File: src/rtl/core/lwr_pkg.sv
// Package with the shared constants, types and divider step of the luma watermark remover.
package lwr_pkg;

  // Field and register widths.
  localparam int unsigned LumaW = 8;
  localparam int unsigned CfgW  = 10;
  localparam int unsigned CfgIdxW = 2;
  localparam int unsigned RemW  = 10;
  localparam int unsigned DivW  = 17;

  // Video levels and register reset values.
  localparam logic [LumaW-1:0] LumaFull    = 8'd255;
  localparam logic [LumaW-1:0] NormSpan    = 8'd224;
  localparam logic [LumaW-1:0] LumaFloor   = 8'd16;
  localparam logic [LumaW-1:0] LumaCeil    = 8'd240;
  localparam logic [LumaW-1:0] BrightReset = 8'd128;

  // Configuration register indexes.
  localparam logic [CfgIdxW-1:0] CfgBright  = 2'd0;
  localparam logic [CfgIdxW-1:0] CfgMaskDiv = 2'd1;
  localparam logic [CfgIdxW-1:0] CfgBlack   = 2'd2;
  localparam logic [CfgIdxW-1:0] CfgWhite   = 2'd3;

  // Sideband that travels with an item through a divider pipeline.
  typedef struct packed {
    logic [LumaW-1:0] luma;     // input luma, used around the mask divider
    logic [LumaW-1:0] bypass;   // clamped result when normalization is off
    logic             neg;      // normalized numerator is negative
    logic             norm;     // normalization is enabled
  } lwr_side_t;

  // Partial remainder and dividend/quotient shift word of one divider stage.
  typedef struct packed {
    logic [RemW-1:0] rem;
    logic [DivW-1:0] acc;
  } div_state_t;

  // One restoring division step: bring down the next dividend bit and
  // subtract the divisor when it fits, shifting the quotient bit in.
  function automatic div_state_t div_step(div_state_t cur, logic [RemW-1:0] divisor);
    logic [RemW:0] trial;
    logic [RemW:0] diff;
    div_state_t    nxt;
    trial = {cur.rem, cur.acc[DivW-1]};
    diff  = trial - {1'b0, divisor};
    if (trial >= {1'b0, divisor}) begin
      nxt.rem = diff[RemW-1:0];
      nxt.acc = {cur.acc[DivW-2:0], 1'b1};
    end else begin
      nxt.rem = trial[RemW-1:0];
      nxt.acc = {cur.acc[DivW-2:0], 1'b0};
    end
    return nxt;
  endfunction

endpackage

File: src/rtl/core/lwr_if.sv
// Valid/ready channel interfaces for the luma samples going in and out.
interface lwr_in_if;
  logic       valid;
  logic       ready;
  logic [7:0] luma_in;
  logic [7:0] mask_value;

  modport source (output valid, output luma_in, output mask_value, input ready);
  modport sink (input valid, input luma_in, input mask_value, output ready);
endinterface

interface lwr_out_if;
  logic       valid;
  logic       ready;
  logic [7:0] luma_out;

  modport source (output valid, output luma_out, input ready);
  modport sink (input valid, input luma_out, output ready);
endinterface

File: src/rtl/core/lwr_div_pipe.sv
// Pipelined unsigned restoring divider, one quotient bit per stage, with sideband.
module lwr_div_pipe (
  input  logic                       clk_i,
  input  logic                       rst_ni,
  input  logic                       in_valid_i,
  output logic                       in_ready_o,
  input  logic [lwr_pkg::DivW-1:0]   dividend_i,
  input  logic [lwr_pkg::RemW-1:0]   divisor_i,
  input  lwr_pkg::lwr_side_t         side_i,
  output logic                       out_valid_o,
  input  logic                       out_ready_i,
  output logic [lwr_pkg::DivW-1:0]   quotient_o,
  output lwr_pkg::lwr_side_t         side_o
);
  import lwr_pkg::*;

  logic       [DivW-1:0] valid_q;
  div_state_t            state_q [DivW];
  lwr_side_t             side_q  [DivW];
  logic       [DivW:0]   rdy;

  // A stage takes new data when it is empty or its successor moves on.
  assign rdy[DivW] = out_ready_i;

  for (genvar k = 0; k < DivW; k++) begin : g_stage
    logic       prev_valid;
    div_state_t prev_state;
    lwr_side_t  prev_side;

    if (k == 0) begin : g_first
      assign prev_valid     = in_valid_i;
      assign prev_state.rem = '0;
      assign prev_state.acc = dividend_i;
      assign prev_side      = side_i;
    end else begin : g_next
      assign prev_valid = valid_q[k-1];
      assign prev_state = state_q[k-1];
      assign prev_side  = side_q[k-1];
    end

    assign rdy[k] = !valid_q[k] || rdy[k+1];

    // Valid bit of the stage.
    always_ff @(posedge clk_i or negedge rst_ni) begin
      if (!rst_ni) begin
        valid_q[k] <= 1'b0;
      end else if (rdy[k]) begin
        valid_q[k] <= prev_valid;
      end
    end

    // Division step and sideband of the stage.
    always_ff @(posedge clk_i) begin
      if (rdy[k] && prev_valid) begin
        state_q[k] <= div_step(prev_state, divisor_i);
        side_q[k]  <= prev_side;
      end
    end
  end

  assign in_ready_o  = rdy[0];
  assign out_valid_o = valid_q[DivW-1];
  assign quotient_o  = state_q[DivW-1].acc;
  assign side_o      = side_q[DivW-1];

endmodule

File: src/rtl/core/luma_watermark_remover_unit.sv
// Top level of the luma watermark remover: configuration registers and the pixel pipeline.
// The unit takes one luma sample and its mask value per clock while it is not stalled, and
// returns one corrected, clamped luma sample per item, in order. From acceptance to the
// output an item passes the registered mask product, the mask divider, the brightness
// and normalization setup stages B and C, the normalization divider and the final clamp
// register, in that order. The two dividers are 17-stage restoring pipelines that
// produce one quotient bit per stage, so a new item enters every clock while no stall
// holds the input, and a stall at the output only holds the stages that are full. The
// stages read the registers directly, so write them only while no item is in flight; a
// mask divisor of zero acts as one.
module luma_watermark_remover_unit (
  input  logic                          clk_i,
  input  logic                          rst_ni,
  input  logic                          cfg_we_i,
  input  logic [lwr_pkg::CfgIdxW-1:0]   cfg_idx_i,
  input  logic [lwr_pkg::CfgW-1:0]      cfg_data_i,
  lwr_in_if.sink                        in_i,
  lwr_out_if.source                     out_o
);
  import lwr_pkg::*;

  // Configuration registers.
  logic [LumaW-1:0] bright_q;
  logic [CfgW-1:0]  mask_div_q;
  logic [CfgW-1:0]  black_q;
  logic [CfgW-1:0]  white_q;

  always_ff @(posedge clk_i or negedge rst_ni) begin
    if (!rst_ni) begin
      bright_q   <= BrightReset;
      mask_div_q <= CfgW'(NormSpan);
      black_q    <= '0;
      white_q    <= '0;
    end else if (cfg_we_i) begin
      case (cfg_idx_i)
        CfgBright:  bright_q   <= cfg_data_i[LumaW-1:0];
        CfgMaskDiv: mask_div_q <= cfg_data_i;
        CfgBlack:   black_q    <= cfg_data_i;
        CfgWhite:   white_q    <= cfg_data_i;
        default:    ;
      endcase
    end
  end

  // Derived divisors and the normalization switch.
  logic [RemW-1:0] mask_div_eff;
  logic [RemW-1:0] span;
  logic            norm_en;

  assign mask_div_eff = (mask_div_q == '0) ? RemW'(1) : mask_div_q;
  assign span         = white_q - black_q;
  assign norm_en      = white_q > black_q;

  // Stage A: mask-weighted inverse luma.
  logic             a_valid_q;
  logic             a_rdy;
  logic [15:0]      a_prod_q;
  logic [LumaW-1:0] a_luma_q;
  logic             div1_in_ready;

  assign a_rdy    = !a_valid_q || div1_in_ready;
  assign in_i.ready = a_rdy;

  always_ff @(posedge clk_i or negedge rst_ni) begin
    if (!rst_ni) begin
      a_valid_q <= 1'b0;
    end else if (a_rdy) begin
      a_valid_q <= in_i.valid;
    end
  end

  always_ff @(posedge clk_i) begin
    if (a_rdy && in_i.valid) begin
      a_prod_q <= (LumaFull - in_i.luma_in) * in_i.mask_value;
      a_luma_q <= in_i.luma_in;
    end
  end

  // Mask divider.
  lwr_side_t       div1_side_in;
  lwr_side_t       div1_side_out;
  logic            div1_out_valid;
  logic [DivW-1:0] div1_quo;
  logic            b_rdy;

  always_comb begin
    div1_side_in        = '0;
    div1_side_in.luma   = a_luma_q;
  end

  lwr_div_pipe u_mask_div (
    .clk_i       (clk_i),
    .rst_ni      (rst_ni),
    .in_valid_i  (a_valid_q),
    .in_ready_o  (div1_in_ready),
    .dividend_i  ({1'b0, a_prod_q}),
    .divisor_i   (mask_div_eff),
    .side_i      (div1_side_in),
    .out_valid_o (div1_out_valid),
    .out_ready_i (b_rdy),
    .quotient_o  (div1_quo),
    .side_o      (div1_side_out)
  );

  // Stage B: brightness offset minus the mask term.
  logic               b_valid_q;
  logic signed [17:0] b_v_q;
  logic               c_rdy;

  assign b_rdy = !b_valid_q || c_rdy;

  always_ff @(posedge clk_i or negedge rst_ni) begin
    if (!rst_ni) begin
      b_valid_q <= 1'b0;
    end else if (b_rdy) begin
      b_valid_q <= div1_out_valid;
    end
  end

  always_ff @(posedge clk_i) begin
    if (b_rdy && div1_out_valid) begin
      b_v_q <= $signed({10'd0, div1_side_out.luma}) + $signed({10'd0, bright_q})
             - $signed({1'b0, div1_quo});
    end
  end

  // Stage C: black level removal, scaling numerator and the plain clamp.
  logic               c_valid_q;
  logic [DivW-1:0]    c_num_q;
  lwr_side_t          c_side_q;
  logic signed [17:0] c_t;
  logic [8:0]         c_t9;
  logic [LumaW-1:0]   c_byp;
  logic               div2_in_ready;

  assign c_rdy = !c_valid_q || div2_in_ready;
  assign c_t   = b_v_q - $signed({8'd0, black_q});
  assign c_t9  = c_t[8:0];

  always_comb begin
    if (b_v_q > $signed({10'd0, LumaCeil})) begin
      c_byp = LumaCeil;
    end else if (b_v_q < $signed({10'd0, LumaFloor})) begin
      c_byp = LumaFloor;
    end else begin
      c_byp = b_v_q[LumaW-1:0];
    end
  end

  always_ff @(posedge clk_i or negedge rst_ni) begin
    if (!rst_ni) begin
      c_valid_q <= 1'b0;
    end else if (c_rdy) begin
      c_valid_q <= b_valid_q;
    end
  end

  // The scaled numerator is t * 224 = t * 256 - t * 32; only used when t is not negative.
  always_ff @(posedge clk_i) begin
    if (c_rdy && b_valid_q) begin
      c_num_q         <= {c_t9, 8'd0} - {3'd0, c_t9, 5'd0};
      c_side_q.luma   <= '0;
      c_side_q.bypass <= c_byp;
      c_side_q.neg    <= c_t[17];
      c_side_q.norm   <= norm_en;
    end
  end

  // Normalization divider.
  lwr_side_t       div2_side_out;
  logic            div2_out_valid;
  logic [DivW-1:0] div2_quo;
  logic            d_rdy;

  lwr_div_pipe u_norm_div (
    .clk_i       (clk_i),
    .rst_ni      (rst_ni),
    .in_valid_i  (c_valid_q),
    .in_ready_o  (div2_in_ready),
    .dividend_i  (c_num_q),
    .divisor_i   (span),
    .side_i      (c_side_q),
    .out_valid_o (div2_out_valid),
    .out_ready_i (d_rdy),
    .quotient_o  (div2_quo),
    .side_o      (div2_side_out)
  );

  // Stage D: offset, final clamp and output register.
  logic             out_valid_q;
  logic [LumaW-1:0] luma_out_q;
  logic [LumaW-1:0] d_luma;

  assign d_rdy = !out_valid_q || out_o.ready;

  always_comb begin
    if (!div2_side_out.norm) begin
      d_luma = div2_side_out.bypass;
    end else if (div2_side_out.neg) begin
      d_luma = LumaFloor;
    end else if (div2_quo >= DivW'(NormSpan)) begin
      d_luma = LumaCeil;
    end else begin
      d_luma = div2_quo[LumaW-1:0] + LumaFloor;
    end
  end

  always_ff @(posedge clk_i or negedge rst_ni) begin
    if (!rst_ni) begin
      out_valid_q <= 1'b0;
    end else if (d_rdy) begin
      out_valid_q <= div2_out_valid;
    end
  end

  always_ff @(posedge clk_i) begin
    if (d_rdy && div2_out_valid) begin
      luma_out_q <= d_luma;
    end
  end

  assign out_o.valid    = out_valid_q;
  assign out_o.luma_out = luma_out_q;

  // Every delivered sample lies in the video range.
  assert property (@(posedge clk_i) disable iff (!rst_ni)
    out_o.valid |-> (out_o.luma_out >= LumaFloor) && (out_o.luma_out <= LumaCeil))
    else $error("luma_out outside the video range");

  // An accepted item lands in the first stage.
  assert property (@(posedge clk_i) disable iff (!rst_ni)
    (in_i.valid && in_i.ready) |=> a_valid_q)
    else $error("accepted item lost at the first stage");

  // The input is only held off while the first stage is occupied.
  assert property (@(posedge clk_i) disable iff (!rst_ni)
    !in_i.ready |-> a_valid_q)
    else $error("input stalled with an empty first stage");

  // A held result keeps its value while the output is stalled.
  assert property (@(posedge clk_i) disable iff (!rst_ni)
    (out_valid_q && !out_o.ready) |=> $stable(luma_out_q) && out_valid_q)
    else $error("stalled result changed");

endmodule
File: src/flat_wrapper.sv
// flat-port wrapper written by rule: the top's interface ports become plain ports
module luma_watermark_remover_unit_flat import lwr_pkg::*;
  (clk_i, rst_ni, cfg_we_i, cfg_idx_i, cfg_data_i, in_i_valid, in_i_luma_in, in_i_mask_value, in_i_ready, out_o_valid, out_o_luma_out, out_o_ready);
  lwr_in_if in_i_i ();
  lwr_out_if out_o_i ();
  input  logic clk_i;
  input  logic rst_ni;
  input  logic cfg_we_i;
  input  logic [lwr_pkg::CfgIdxW-1:0] cfg_idx_i;
  input  logic [lwr_pkg::CfgW-1:0] cfg_data_i;
  input wire logic [$bits(in_i_i.valid)-1:0] in_i_valid;
  input wire logic [$bits(in_i_i.luma_in)-1:0] in_i_luma_in;
  input wire logic [$bits(in_i_i.mask_value)-1:0] in_i_mask_value;
  output wire logic [$bits(in_i_i.ready)-1:0] in_i_ready;
  output wire logic [$bits(out_o_i.valid)-1:0] out_o_valid;
  output wire logic [$bits(out_o_i.luma_out)-1:0] out_o_luma_out;
  input wire logic [$bits(out_o_i.ready)-1:0] out_o_ready;
  assign in_i_i.valid = in_i_valid;
  assign in_i_i.luma_in = in_i_luma_in;
  assign in_i_i.mask_value = in_i_mask_value;
  assign in_i_ready = in_i_i.ready;
  assign out_o_valid = out_o_i.valid;
  assign out_o_luma_out = out_o_i.luma_out;
  assign out_o_i.ready = out_o_ready;
  luma_watermark_remover_unit u_core (.clk_i(clk_i), .rst_ni(rst_ni), .cfg_we_i(cfg_we_i), .cfg_idx_i(cfg_idx_i), .cfg_data_i(cfg_data_i), .in_i(in_i_i), .out_o(out_o_i));
endmodule
File: config.mk
export PLATFORM = sky130hd
export DESIGN_NAME = luma_watermark_remover_unit_flat
export DESIGN_NICKNAME = d
export VERILOG_FILES = /design/src/rtl/core/lwr_pkg.sv /design/src/rtl/core/lwr_if.sv /design/src/rtl/core/lwr_div_pipe.sv /design/src/rtl/core/luma_watermark_remover_unit.sv /design/src/flat_wrapper.sv
export SDC_FILE = /design/constraint.sdc
export NUM_CORES = 2
export LEC_CHECK = 0
export ABC_AREA = 1
export ABC_CLOCK_PERIOD_IN_PS = 5600
export BUFFER_PORTS_ARGS = -buffer_cell sky130_fd_sc_hd__buf_2
export CORE_MARGIN = 3
export CORE_UTILIZATION = 40
export CTS_BUF_LIST = sky130_fd_sc_hd__clkbuf_4
export DETAILED_ROUTE_END_ITERATION = 10
export RECOVER_POWER = 50
export SLEW_MARGIN = 10
export SYNTH_ARGS = -nofsm -noshare
export SYNTH_HDL_FRONTEND = slang
export SYNTH_SLANG_ARGS = --single-unit
File: constraint.sdc
create_clock -name clk_i -period 5.6 [get_ports clk_i]
set_input_delay 1.12 -clock clk_i [delete_from_list [all_inputs] [get_ports clk_i]]
set_output_delay 1.12 -clock clk_i [all_outputs]
set_load 0.01 [all_outputs]
* Word-level counts from Yosys, hierarchy flattened
Memories as Yosys holds them, arrays and structs flattened.
Index checks and enable logic that the tools add are counted.
** Word-level totals
- Flip-flop bits (word level) :: 153
- RAM bits :: 1530
- Input bits :: 33
- Output and inout port bits :: 10
- Logic and storage cells :: 400
- Memories :: 4
** Memories
- u_core.u_mask_div.state_q :: depth 17, width 27, rd ports 17, clocked after memory_dff 0, wr ports 17, RTL line lwr_div_pipe.sv:18 : div_state_t state_q [DivW];
- u_core.u_norm_div.state_q :: depth 17, width 27, rd ports 17, clocked after memory_dff 0, wr ports 17, RTL line lwr_div_pipe.sv:18
- u_core.u_mask_div.side_q :: depth 17, width 18, rd ports 17, clocked after memory_dff 0, wr ports 17, RTL line lwr_div_pipe.sv:19 : lwr_side_t side_q [DivW];
- u_core.u_norm_div.side_q :: depth 17, width 18, rd ports 17, clocked after memory_dff 0, wr ports 17, RTL line lwr_div_pipe.sv:19
** Operators by class
- Add/subtract/negate cells :: 41
- Reduce and logical (&&, ||, !) cells :: 121
- Multipliers :: 1
- Mux-type cells :: 141
- $lt $le $gt $ge :: 38
- Equality and inequality tests :: 3
** Operators by type and width (number)
- two-way mux 27 bit :: 68
- >= comparator 11 x 10 -> 1 bit :: 32
- subtractor 10 bit :: 33
- two-way mux 1 bit :: 68
- logical AND 1 bit :: 38
- zero test 1 bit :: 38
- logical OR 1 bit :: 38
- two-way mux 8 bit :: 4
- > comparator 18 x 9 -> 1 bit, second input constant :: 1
- < comparator 18 x 6 -> 1 bit, second input constant :: 1
- subtractor 18 x 11 -> 18 bit :: 1
- subtractor 18 bit :: 1
- >= comparator 17 x 8 -> 1 bit, second input constant :: 1
- subtractor 17 x 14 -> 17 bit :: 1
- multiplier 16 x 8 -> 16 bit :: 1
- >= comparator 1 x 10 -> 1 bit :: 1
- >= comparator 1 x 10 -> 1 bit, first input constant :: 1
- > comparator 10 bit :: 1
- zero test 10 bit :: 1
- two-way mux 10 bit :: 1
- subtractor 1 x 10 -> 10 bit :: 1
- subtractor 1 x 10 -> 10 bit, first input constant :: 1
- adder 8 x 8 -> 9 bit :: 1
- subtractor 8 x 8 -> 9 bit, first input constant :: 1
- other kinds (6) :: 10

* Depth between registers and ports, before layout
- Depth after elaboration :: 41
- Mapped depth :: 26
- Gate-level depth less buffers :: 26

* Modules after synthesis
From an unflattened synthesis, not the netlist that was laid out.
** Unflattened totals
- Cell total of the unflattened synthesis :: 5444
- Area total of the unflattened synthesis :: 72086.6 um2
** By module, submodules not included
- lwr_div_pipe at u_core.u_norm_div :: area each 31824.3 um2, seq. area each 23097.2 um2, instances 1, cells each 2232
- lwr_div_pipe at u_core.u_mask_div :: area each 31726.7 um2, seq. area each 23097.2 um2, instances 1, cells each 2219
- luma_watermark_remover_unit :: area each 8535.7 um2, seq. area each 3218.1 um2, instances 1, cells each 993

* Worst setup path after synthesis
Ideal clock, no wire load.
- Path kind :: input port to flip-flop
- Start point :: input port in_i_luma_in[0]
- End point :: register u_core.a_prod_q[15] (data pin)
- Data arrival time :: 5.067 ns
- Path slack :: 0.272 ns
- Library setup time :: 0.261 ns
- Buffers on the path :: 1
- Stages :: 20
- Required time :: 5.339 ns
- Cell sequence :: clkbuf_1 -> or2_2 -> fa_1 -> fa_1 -> inv_1 -> fa_1 -> fa_1 -> ha_1 -> a21oi_1 -> o21ai_0 -> nand2_1 -> nand2_1 -> a21oi_1 -> o21ai_0 -> nand2_1 -> inv_1 -> nor2_1 -> nor2_1 -> nor2_1 -> xor2_1
** Between the ends
- Cells in the longest elaborated chain, start to end :: 2
** Ends and longest elaborated chain
- from (decl) :: RTL line flat_wrapper.sv:12 : input wire logic [$bits(in_i_i.luma_in)-1:0] in_i_luma_in;
- subtractor 8 x 8 -> 9 bit :: RTL line luma_watermark_remover_unit.sv:74 : a_prod_q <= (LumaFull - in_i.luma_in) * in_i.mask_value;
- multiplier 16 x 8 -> 16 bit :: RTL line luma_watermark_remover_unit.sv:74
- to (signal assigned) :: RTL line luma_watermark_remover_unit.sv:74
- to (decl) :: RTL line luma_watermark_remover_unit.sv:57 : logic [15:0] a_prod_q;
Every way passes these cells.
A chain may end at the register's enable or synchronous reset.

* Worst setup path after layout
- Start point :: register u_core.u_norm_div.valid_q[16], in the netlist u_core.u_norm_div.out_valid_o
- End point :: output port in_i_ready
** Between the ends
- Cells in the longest elaborated chain, start to end :: 38
** Ends and longest elaborated chain
- from (decl) :: RTL line lwr_div_pipe.sv:17 : logic [DivW-1:0] valid_q;
- from (signal, indexed assignment) :: RTL line lwr_div_pipe.sv:48 : valid_q[k] <= prev_valid;
- zero test 1 bit :: RTL line lwr_div_pipe.sv:41 : assign rdy[k] = !valid_q[k] || rdy[k+1];
- logical OR 1 bit (17 in a row) :: RTL line lwr_div_pipe.sv:41
- logical OR 1 bit :: RTL line luma_watermark_remover_unit.sv:136 : assign c_rdy = !c_valid_q || div2_in_ready;
- logical OR 1 bit :: RTL line luma_watermark_remover_unit.sv:110 : assign b_rdy = !b_valid_q || c_rdy;
- logical OR 1 bit (17 in a row) :: RTL line lwr_div_pipe.sv:41
- logical OR 1 bit :: RTL line luma_watermark_remover_unit.sv:61 : assign a_rdy = !a_valid_q || div1_in_ready;
- to (decl) :: RTL line flat_wrapper.sv:14 : output wire logic [$bits(in_i_i.ready)-1:0] in_i_ready;
Every way passes these cells.

==> run_results.csv <==
group,metric,value,unit
routing,drc_errors,0,
clock_tree,clock-root-buffer,"clkbuf_4",
grt,gr-usage-all-layers,0.149,
yosys,synthCells,4458,
hold_path,hold_start,"out_o_ready",
run,maxCapViolCount,11,
yosys,synth_top_area_share,0.622,
routing,drt_iter0_drc,1780,
status,violations,"max-capacitance violations, max-slew violations",
routing,routed_wl,111000,um
floorplanning,initial_core_util,0.404,
sta,tns,0,ns
routing,vias_per_cell,4.81,
sta,slew_headroom,-1.04,
status,status,"complete, but fails checks",
hold_path,min_to,"u_core.out_o.valid",
clock_tree,cts.sinks,1282,
placement,postPlaceCellArea,0.0614,mm^2
sta,finalClockSkew,0.143,ns
floorplanning,row_count,139,
sta,rsz0062_at_grt,"yes",
worst_setup_path,crit_type,"reg2out",
worst_setup_path,reg2reg_to,"u_core.u_norm_div.state_q[0][180]",
layout,mostFrequentLayoutCells,"1206 x edfxtp_1, 508 x a21oi_1, 492 x clkbuf_4",
routing,post_drt_wl_per_cell,15.7,um
grt,grt_pass1_wl,178000,um
sta,hold_viol,0,
floorplanning,core_area,0.144,mm^2
clock_tree,cts_tree,"yes",
grt,antenna_found_initial,4,
sta,finalMaxSlewViolations,368,
worst_setup_path,worstPathMaxFanout,3,
yosys,synth_seq_cells,1282,
yosys,synth-edff-count,1206,
sta,tightest_slew,3.04,ns
worst_setup_path,reg2reg_from,"u_core.black_q[0]",
floorplanning,die_h,387,um
worst_setup_path,worst_setup_path_end_kind,"primary output",
layout,final_area,0.0657,mm^2
sta,fmax,184,MHz
floorplanning,die-area,0.150,mm^2
pwr,ir_worst_vdd,0.308,mV
placement,dpl.hpwl,77500,um
yosys,synth_flop_cell,"edfxtp_1",
routing,drt_pass1_iterations,5,
clock_tree,cts-buffers-inserted,346,
yosys,synth_area_leader_cell,"edfxtp_1",
layout,nets,5381,
worst_setup_path,crit_arrival,4.32,ns
yosys,syn_area,0.0582,mm^2
routing,dr_total_vias,33900,
pwr,power.leakage,26.1,nW
yosys,ys_warn_count,0,
sta,period_share,0.971,
yosys,synth-seq-area-share,0.655,
worst_setup_path,worstRegToRegCells,22,
clock_tree,path_clk_slew,0.07,ns
clock_tree,clk_latency,1.24,ns
grt,grt_max_degree,49,
sta,finalSetupViolations,0,
floorplanning,ios,43,
layout,layout-drive-gt1-share,0.135,
hold_path,whs_path_depth,4,
placement,place_congestion,0.834,
yosys,synth_cell_type_count,47,
grt,overflow,0,
layout,final_common_cell,"edfxtp_1",
yosys,ys_async_sr_fraction,0.0593,
clock_tree,clock_path_buffers,4,
worst_setup_path,cp-start-kind,"flip-flop",
yosys,syn_avg_cell_area,13.1,um^2
clock_tree,h-tree-depth,5,
grt,grt_pass1_vias,34200,
pwr,powerDensity,640,mW/mm^2
yosys,ys_top_cells_by_area,"edfxtp_1 62%, ha_1 8.7%, a21oi_1 4.4%",
floorplanning,die_x,387,um
worst_setup_path,rrSetupSlack,0.89,ns
hold_path,min_path_type,"in2reg",
routing,postRouteAntennaNets,0,
sta,period_needed,5.44,ns
placement,port_buffers,42,
layout,syn_to_final_growth,13.0,%
worst_setup_path,cp_data_required_time,4.48,ns
## flip-flops by register name, summed over array words and instances, names as in the netlist
register and flops:
u_core.a_prod_q 16, u_core.a_luma_q 8, u_core.u_mask_div.state_q 449, u_core.black_q 10, u_core.u_norm_div.side_q 170, u_core.bright_q 8, u_core.c_valid_q 1, u_core.u_norm_div.state_q 379
u_core.b_valid_q 1, u_core.u_norm_div.g_stage.prev_valid 16, u_core.b_v_q 18, u_core.out_o.valid 1, u_core.a_valid_q 1, u_core.u_mask_div.out_valid_o 1, u_core.c_num_q 12, u_core.mask_div_q 10
u_core.out_o.luma_out 8, u_core.c_side_q 10, u_core.white_q 10, u_core.u_norm_div.out_valid_o 1, u_core.u_mask_div.side_q 136, u_core.u_mask_div.g_stage.prev_valid 16
## final cells by class
class                      count  area, um^2
fill                       13000       78300
sequential                  1282       38100
multi-input combinational   2694       18500
clock buffer                 492        3690
tap                         1903        2380
inverter                     417        1570
timing repair buffer         133         907
clock inverter               104         569
antenna                        7        17.5
## logic make-up (layout without fill, tap and decap cells)
| family | after synthesis | count (layout) | share of synthesized area |
|---|---|---|---|
| flops | 1282 | 1282 | 0.655 |
| simple gates | 1097 | 1097 | 0.0812 |
| compound gates | 814 | 814 | 0.0748 |
| buf+inv | 485 | 1146 | 0.0313 |
| fa+ha+maj | 474 | 474 | 0.111 |
| xor+xnor | 294 | 294 | 0.0443 |
| mux | 11 | 11 | 0.00213 |
| other cells | 1 | 11 | 0.0000645 |
## where the power goes
group          internal, mW  switching (mW)
clock                  4.31            3.64
combinational          7.17            10.7
sequential             15.0            1.23
## through the flow
stage	std cells	utilization	hold WS (ns)	power, mW	worst slack, ns
3_5_place_dp	6422	0.427	0.405	34.2	0.0798
5_1_grt	7031	0.456	0.0753	45.7	-0.347
2_1_floorplan	4461	-	0.400	29.6	0.272
3_3_place_gp	6422	0.427	0.400	33.8	0.0250
6_report	7032	0.456	0.224	42.1	0.164
4_1_cts	7024	0.457	0.0240	42.5	-0.125
## how the worst max path moves through the flow
stage                                   from                   to  slack [ns]  depth (start not counted)
2_1_floorplan                in_i_luma_in[0]  u_core.a_prod_q[15]        0.27                         20
3_3_place_gp              in_i_mask_value[4]  u_core.a_prod_q[15]        0.03                         25
3_5_place_dp              in_i_mask_value[4]  u_core.a_prod_q[15]        0.08                         25
4_1_cts        u_core.u_norm_div.out_valid_o           in_i_ready       -0.13                         20
5_1_grt        u_core.u_norm_div.out_valid_o           in_i_ready       -0.35                         20
6_report       u_core.u_norm_div.out_valid_o           in_i_ready        0.16                         20
## synthesized netlist by cell type (9+ instances only)
master,count
edfxtp_1,1206
clkbuf_1,65
ha_1,404
dfrtp_1,72
inv_1,415
xor2_1,160
a211oi_1,15
o21bai_1,30
xnor2_1,134
fa_1,70
nand2_1,421
nand3b_1,17
mux2_2,11
nand4_1,40
a21oi_1,517
nor2_4,9
and2_1,22
nor3_1,28
nand3_1,76
nor2_1,461
o21ai_0,197
## worst max-delay path, stage by stage (launching register included)
cell and delay (ns):
dfrtp_1 0.36, nand3_2 0.12, nor2_4 0.16, nand4_4 0.12, nor2_4 0.14, nand4_4 0.13, nor2_4 0.17, nand4_4 0.12
nor2_4 0.14, nand4_4 0.12, nor2_4 0.14, nand4_4 0.11, nor2_4 0.14, nand4_4 0.12, nor2_4 0.14, nand4_4 0.12
nor2_4 0.16, nand4_4 0.12, nor2_4 0.15, nand4_4 0.12, buf_6 0.16
## per-layer routing
metal	vias to the layer above	global-route usage	routed length, um
met5	-	0	0
met2	709	0.232	49900
li1	17000	-	-
met4	0	0.0584	3000
met1	15900	0.200	51900
met3	238	0.0374	5630
## repair_timing
item	CTS	global route
resized for setup	3	0
endpoints found under the setup margin	1	1
pin swaps	1	1
hold buffers	4	0
hold endpoints to repair	46	0
setup buffers	2	0
Note: power is estimated with default switching activity, not from simulation.
